--- src/sv/lurj_pkg.sv ---
`timescale 1ns / 1ps
// ----------------------------------------------------------------------------
// lurj_pkg
// Shared sizes, codes and control structs of the journaled list.
// ----------------------------------------------------------------------------
package lurj_pkg;

	localparam int LIST_DEPTH = 16;
	localparam int HIST_DEPTH = 16;
	localparam int DATA_WIDTH = 32;

	localparam int CNT_W  = $clog2(LIST_DEPTH + 1);
	localparam int IDX_W  = $clog2(LIST_DEPTH);
	localparam int SLOT_W = $clog2(HIST_DEPTH);
	localparam int HCNT_W = $clog2(HIST_DEPTH + 1);

	typedef enum logic [3:0] {
		F_SET        = 4'd0,
		F_PUSH_BACK  = 4'd1,
		F_PUSH_FRONT = 4'd2,
		F_POP_BACK   = 4'd3,
		F_POP_FRONT  = 4'd4,
		F_INSERT     = 4'd5,
		F_ERASE      = 4'd6,
		F_CLEAR      = 4'd7,
		F_GET        = 4'd8,
		F_SIZE       = 4'd9,
		F_UNDO       = 4'd10,
		F_REDO       = 4'd11
	} func_t;

	typedef enum logic [1:0] {
		ST_OK      = 2'd0,
		ST_BAD     = 2'd1,
		ST_NO_UNDO = 2'd2,
		ST_NO_REDO = 2'd3
	} status_t;

	typedef struct packed {
		logic             load;
		logic             exec;
		logic             copy;
		logic             rd_en;
		logic [CNT_W-1:0] step;
	} cmd_t;

	typedef struct packed {
		logic need_copy;
		logic need_restore;
	} sts_t;

endpackage

--- src/sv/lurj_ctrl.sv ---
`timescale 1ns / 1ps
// ----------------------------------------------------------------------------
// lurj_ctrl
// Sequencer: accept, execute, snapshot copy or restore, result handoff.
// ----------------------------------------------------------------------------
module lurj_ctrl (
	input  logic          clk,
	input  logic          arst_n,
	input  logic          in_valid,
	output logic          in_stall,
	output logic          out_valid,
	input  logic          out_stall,
	input  lurj_pkg::sts_t sts,
	output lurj_pkg::cmd_t cmd
);
	import lurj_pkg::*;

	typedef enum logic [3:0] {
		S_IDLE    = 4'b0001,
		S_EXEC    = 4'b0010,
		S_COPY    = 4'b0100,
		S_RESTORE = 4'b1000
	} state_t;

	state_t           state_q;
	logic [CNT_W-1:0] step_q;
	logic             out_valid_q;
	logic             accept;
	logic             finish;

	assign in_stall  = (state_q != S_IDLE) || out_valid_q;
	assign out_valid = out_valid_q;
	assign accept    = in_valid && !in_stall;

	always_comb begin
		finish = 1'b0;
		unique case (state_q)
			S_EXEC:    finish = !sts.need_copy && !sts.need_restore;
			S_COPY:    finish = (step_q == CNT_W'(LIST_DEPTH - 1));
			S_RESTORE: finish = (step_q == CNT_W'(LIST_DEPTH));
			default:   finish = 1'b0;
		endcase
	end

	always_comb begin
		cmd.load  = accept;
		cmd.exec  = (state_q == S_EXEC);
		cmd.copy  = (state_q == S_COPY);
		cmd.rd_en = (state_q == S_RESTORE) && (step_q < CNT_W'(LIST_DEPTH));
		cmd.step  = step_q;
	end

	always_ff @(posedge clk or negedge arst_n) begin
		if (!arst_n) begin
			state_q     <= S_IDLE;
			step_q      <= '0;
			out_valid_q <= 1'b0;
		end else begin
			if (out_valid_q && !out_stall)
				out_valid_q <= 1'b0;
			if (finish)
				out_valid_q <= 1'b1;
			unique case (state_q) inside
				S_IDLE: begin
					step_q <= '0;
					if (accept)
						state_q <= S_EXEC;
				end
				S_EXEC: begin
					step_q <= '0;
					if (sts.need_copy)
						state_q <= S_COPY;
					else if (sts.need_restore)
						state_q <= S_RESTORE;
					else
						state_q <= S_IDLE;
				end
				S_COPY, S_RESTORE: begin
					step_q <= step_q + 1'b1;
					if (finish)
						state_q <= S_IDLE;
				end
				default: state_q <= S_IDLE;
			endcase
		end
	end

endmodule

--- config.mk ---
export PLATFORM = sky130hd
export DESIGN_NAME = lurj_ctrl
export DESIGN_NICKNAME = d
export VERILOG_FILES = /design/src/sv/lurj_pkg.sv /design/src/sv/lurj_ctrl.sv
export SDC_FILE = /design/constraint.sdc
export NUM_CORES = 1
export LEC_CHECK = 0
export BUFFER_PORTS_ARGS = -buffer_cell sky130_fd_sc_hd__buf_2
export CORE_MARGIN = 5
export CORE_UTILIZATION = 40
export CTS_CLUSTER_SIZE = 24
export DETAILED_ROUTE_END_ITERATION = 7
export HOLD_SLACK_MARGIN = 0.05
export PLACE_DENSITY = 0.63
export SETUP_SLACK_MARGIN = 0.4
export SYNTH_ARGS = -nofsm -noshare
export SYNTH_HDL_FRONTEND = slang
export SYNTH_SLANG_ARGS = --single-unit
--- constraint.sdc ---
create_clock -name clk -period 1.8 [get_ports clk]
set_input_delay 0 -clock clk [delete_from_list [all_inputs] [get_ports clk]]
set_output_delay 0 -clock clk [all_outputs]
set_load 0.03 [all_outputs]
==> key figures <==
Outcome
  – Status: complete, no violations

Final layout
  – # diodes: 0
  – Post-layout net count: 158
  – Number of fill cells: roughly 160
  – Layout area overhead: 57.37%
  – Share of cells above drive strength 1: 49.32%
  – Design Area, Final: 1335 um^2

Setup path
  – Worst Path Max Fanout: 5
  – Slowest stage cell, crit path: dfrtp_2
  – CP bufs+invs: 2
  – Setup CP Type: reg2reg
  – Critical Path RT: 1.98 ns
  – Max stage delay on crit path: 0.44 ns
  – Critical path startpoint category: flip-flop
  – Most used cell along the critical path: buf_6
  – Crit end category: flip-flop
  – Worst path arrival time: 1.74 ns
  – Crit-path leading delay family: flip-flops
  – CP Cell Sequence: buf_6 > buf_6 > or3_4 > a21boi_2 > a311oi_2 > o21a_1

Timing
  – Setup TNS: 0 ns
  – Crit path time final: 1.567 ns
  – Clk_skew: between 0.002 and 0.003 ns
  – Pins Over Slew Limit: 0
  – Worst hold margin: between 0.08 and 0.09 ns
  – Hold Vio Cnt, Final: 0
  – RSZ-0062 raised after global routing: true
  – Slew HR: around 74%
  – Final Worst Setup Slack: between 0.2 and 0.25 ns
  – Final setup fails: 0
  – Fin crit share: 87.07%
  – Fmax: roughly 0.64 GHz
  – Slew @ Worst Pin: 0.3875 ns

Synthesis
  – Asr flop ratio synth: 100.0%
  – Dominant cell type by area after synthesis: dfrtp_1
  – Dominant cells by area after synthesis: dfrtp_1 (27%), a21oi_1 (8.3%), nand2_1 (5.3%)
  – Net Count, Synth: 114
  – Post-synthesis sequential area ratio: 29.65%
  – Post-synth top area share: 26.55%
  – Most numerous cell in the Yosys netlist: a21oi_1
  – Most used DFF post-synth: dfrtp_1
  – Synth warn: 0
  – Synth cell types: 41
  – Synth Instances: 105
  – Post-synth EDFFs: 0
  – Flop and latch count out of synthesis: 10
  – Netlist Area Pre-Place: 848.3 um^2
  – Synth cell count leaders: a21oi_1 (14), nand2_1 (12), dfrtp_1 (9), inv_1 (7), nor2_1 (7)
  – Synthesized area per cell: 8.079 um^2

Global routing
  – Initial antenna violation count: 0
  – Met2 Use GR: 27.05%
  – GR Util met3: 5.568%
  – Met1 Use GR: about a quarter
  – Vias in the first global route: 935
  – First-pass GRT wire length: 4.560 mm
  – Remaining Overflow, GRT: 0
  – Global routing's busiest layer: met2
  – Largest net degree at the start of global routing: 11
  – All-Layer GR Usage: approximately 18%

Clock network
  – CTS tree: built
  – Worst-Skew Late Latency: 0.28 ns
  – Clk slew on worst S/H paths: approximately 0.07 ns
  – H-Tree Depth: 1
  – CTS Root Cell: clkbuf_4
  – Num CTS Buffers: 3
  – Clk sinks: 10
  – Maximum clock path buffer count: 2

Floorplanning
  – I/O Pins: 17
  – DIE AREA: 3142 um^2
  – Placeable Area: ~2000 um^2
  – Floorplan row count: 16
  – Die width: 56.05 um
  – Die height: 56.05 um
  – Initial Utilization: 42.80%

Power and ir drop
  – Leak: 0.6335 nW
  – Pwr dens: 1303 nW/um^2
  – Total power: 1.740 mW
  – IR drop worst, VDD: 721.0 uV

Place
  – Placer Congestion: 0.8396
  – Pre-CTS setup slack: 0.2337 ns
  – Dpl cell area: 999.7 um^2
  – Buffers on Ports: 16
  – DP Wirelength: around 1.6 mm

Drt
  – Wire per inst: 15.68 um
  – DRC: 0
  – TritonRoute pass-1 iters: 4
  – Routed via count: slightly below 1000
  – 1st-iter DRT viols: 39
  – Via density: 5.531
  – Final WL: 2.744 mm
  – Remaining antenna violation count: 0

Run
  – Max Cap Viol: 0

Worst hold path
  – Hold Path Class: in2reg
## cell usage in the layout (no fill, tap or decap), drive strengths merged, types with 2 or more instances in the layout
cell type    count
buf             42
or3              2
nand2b           2
nor4             2
inv              7
nand2           12
or2              2
a21oi           14
ha               3
nor3             2
o22ai            3
nor2b            6
nand3b           2
clkbuf           4
o21a             2
nor2             7
dlygate4sd3      3
o21ai            2
o211a            2
and2             2
dfrtp            9
## state kept, by name, summed over array words and instances, names as in the netlist
signal,cells
step_q,5
state_q,4
out_valid,1
## per-layer routing
layer,vias up,wire [um]
met4,0,49
met1,463,1211
met5,-,0
met3,6,131
met2,37,1351
li1,462,-
## final cells by class
type	instances	area (um^2)	area share, %
Timing Repair Buffer	45	354.1	26.52
Sequential cell	10	257.7	19.31
Clock buffer	4	36.28	2.718
Multi-Input combinational cell	82	626.9	46.95
Tap cell	27	33.78	2.530
Inverter	7	26.28	1.968
## worst reg2reg max path, stage by stage, from the launching register on
cell	delay (ns)
dfrtp_2	0.44
buf_6	0.13
buf_6	0.11
or3_4	0.44
a21boi_2	0.17
a311oi_2	0.05
o21a_1	0.13
## timing repair
| action | in CTS | in global routing |
|---|---|---|
| endpoints found under the setup margin | 13 | 13 |
| pin swaps | 8 | 7 |
| hold buffers | 3 | 0 |
| resized for setup | 20 | 9 |
| cloned | 0 | 0 |
| setup buffers | 19 | 3 |
| endpoints found under the hold margin | 12 | 0 |
## report_power, final
| group | switching [mW] | internal [mW] |
|---|---|---|
| Sequential | 0.0599 | 0.281 |
| Combinational | 0.603 | 0.579 |
| Clock | 0.0927 | 0.123 |
## metrics by stage
step           util [%]  std cells
4_1_cts           64.52        172
3_5_place_dp      50.44        146
3_3_place_gp      50.44        146
6_report          67.36        175
2_1_floorplan         -        105
5_1_grt           67.36        175
## final timing paths
check                                  startpoint                endpoint  slack (ns)  cells after the start
setup / recovery           state_q[2]$_DFFE_PN0P_   step_q[0]$_DFFE_PN0P_        0.23                      6
hold / removal                             sts[1]  state_q[3]$_DFFE_PN0P_        0.08                      3
setup reg to reg           state_q[2]$_DFFE_PN0P_   step_q[0]$_DFFE_PN0P_        0.23                      6
hold reg to reg             out_valid$_DFFE_PN0P_   out_valid$_DFFE_PN0P_        0.62                      1
max in group asynchronous                  arst_n  state_q[0]$_DFFE_PN1P_        1.43                      2
min in group asynchronous                  arst_n   out_valid$_DFFE_PN0P_        0.11                      2
## cells by family (layout without fill, tap and decap cells)
kind of cell	after synthesis	count (layout)	synth area share (%)
simple gates	46	46	30.83
compound gates	33	33	27.14
buf+inv	13	56	7.964
flops	10	10	29.65
fa+ha+maj	3	3	4.425
(Power assumes the default switching activity.)
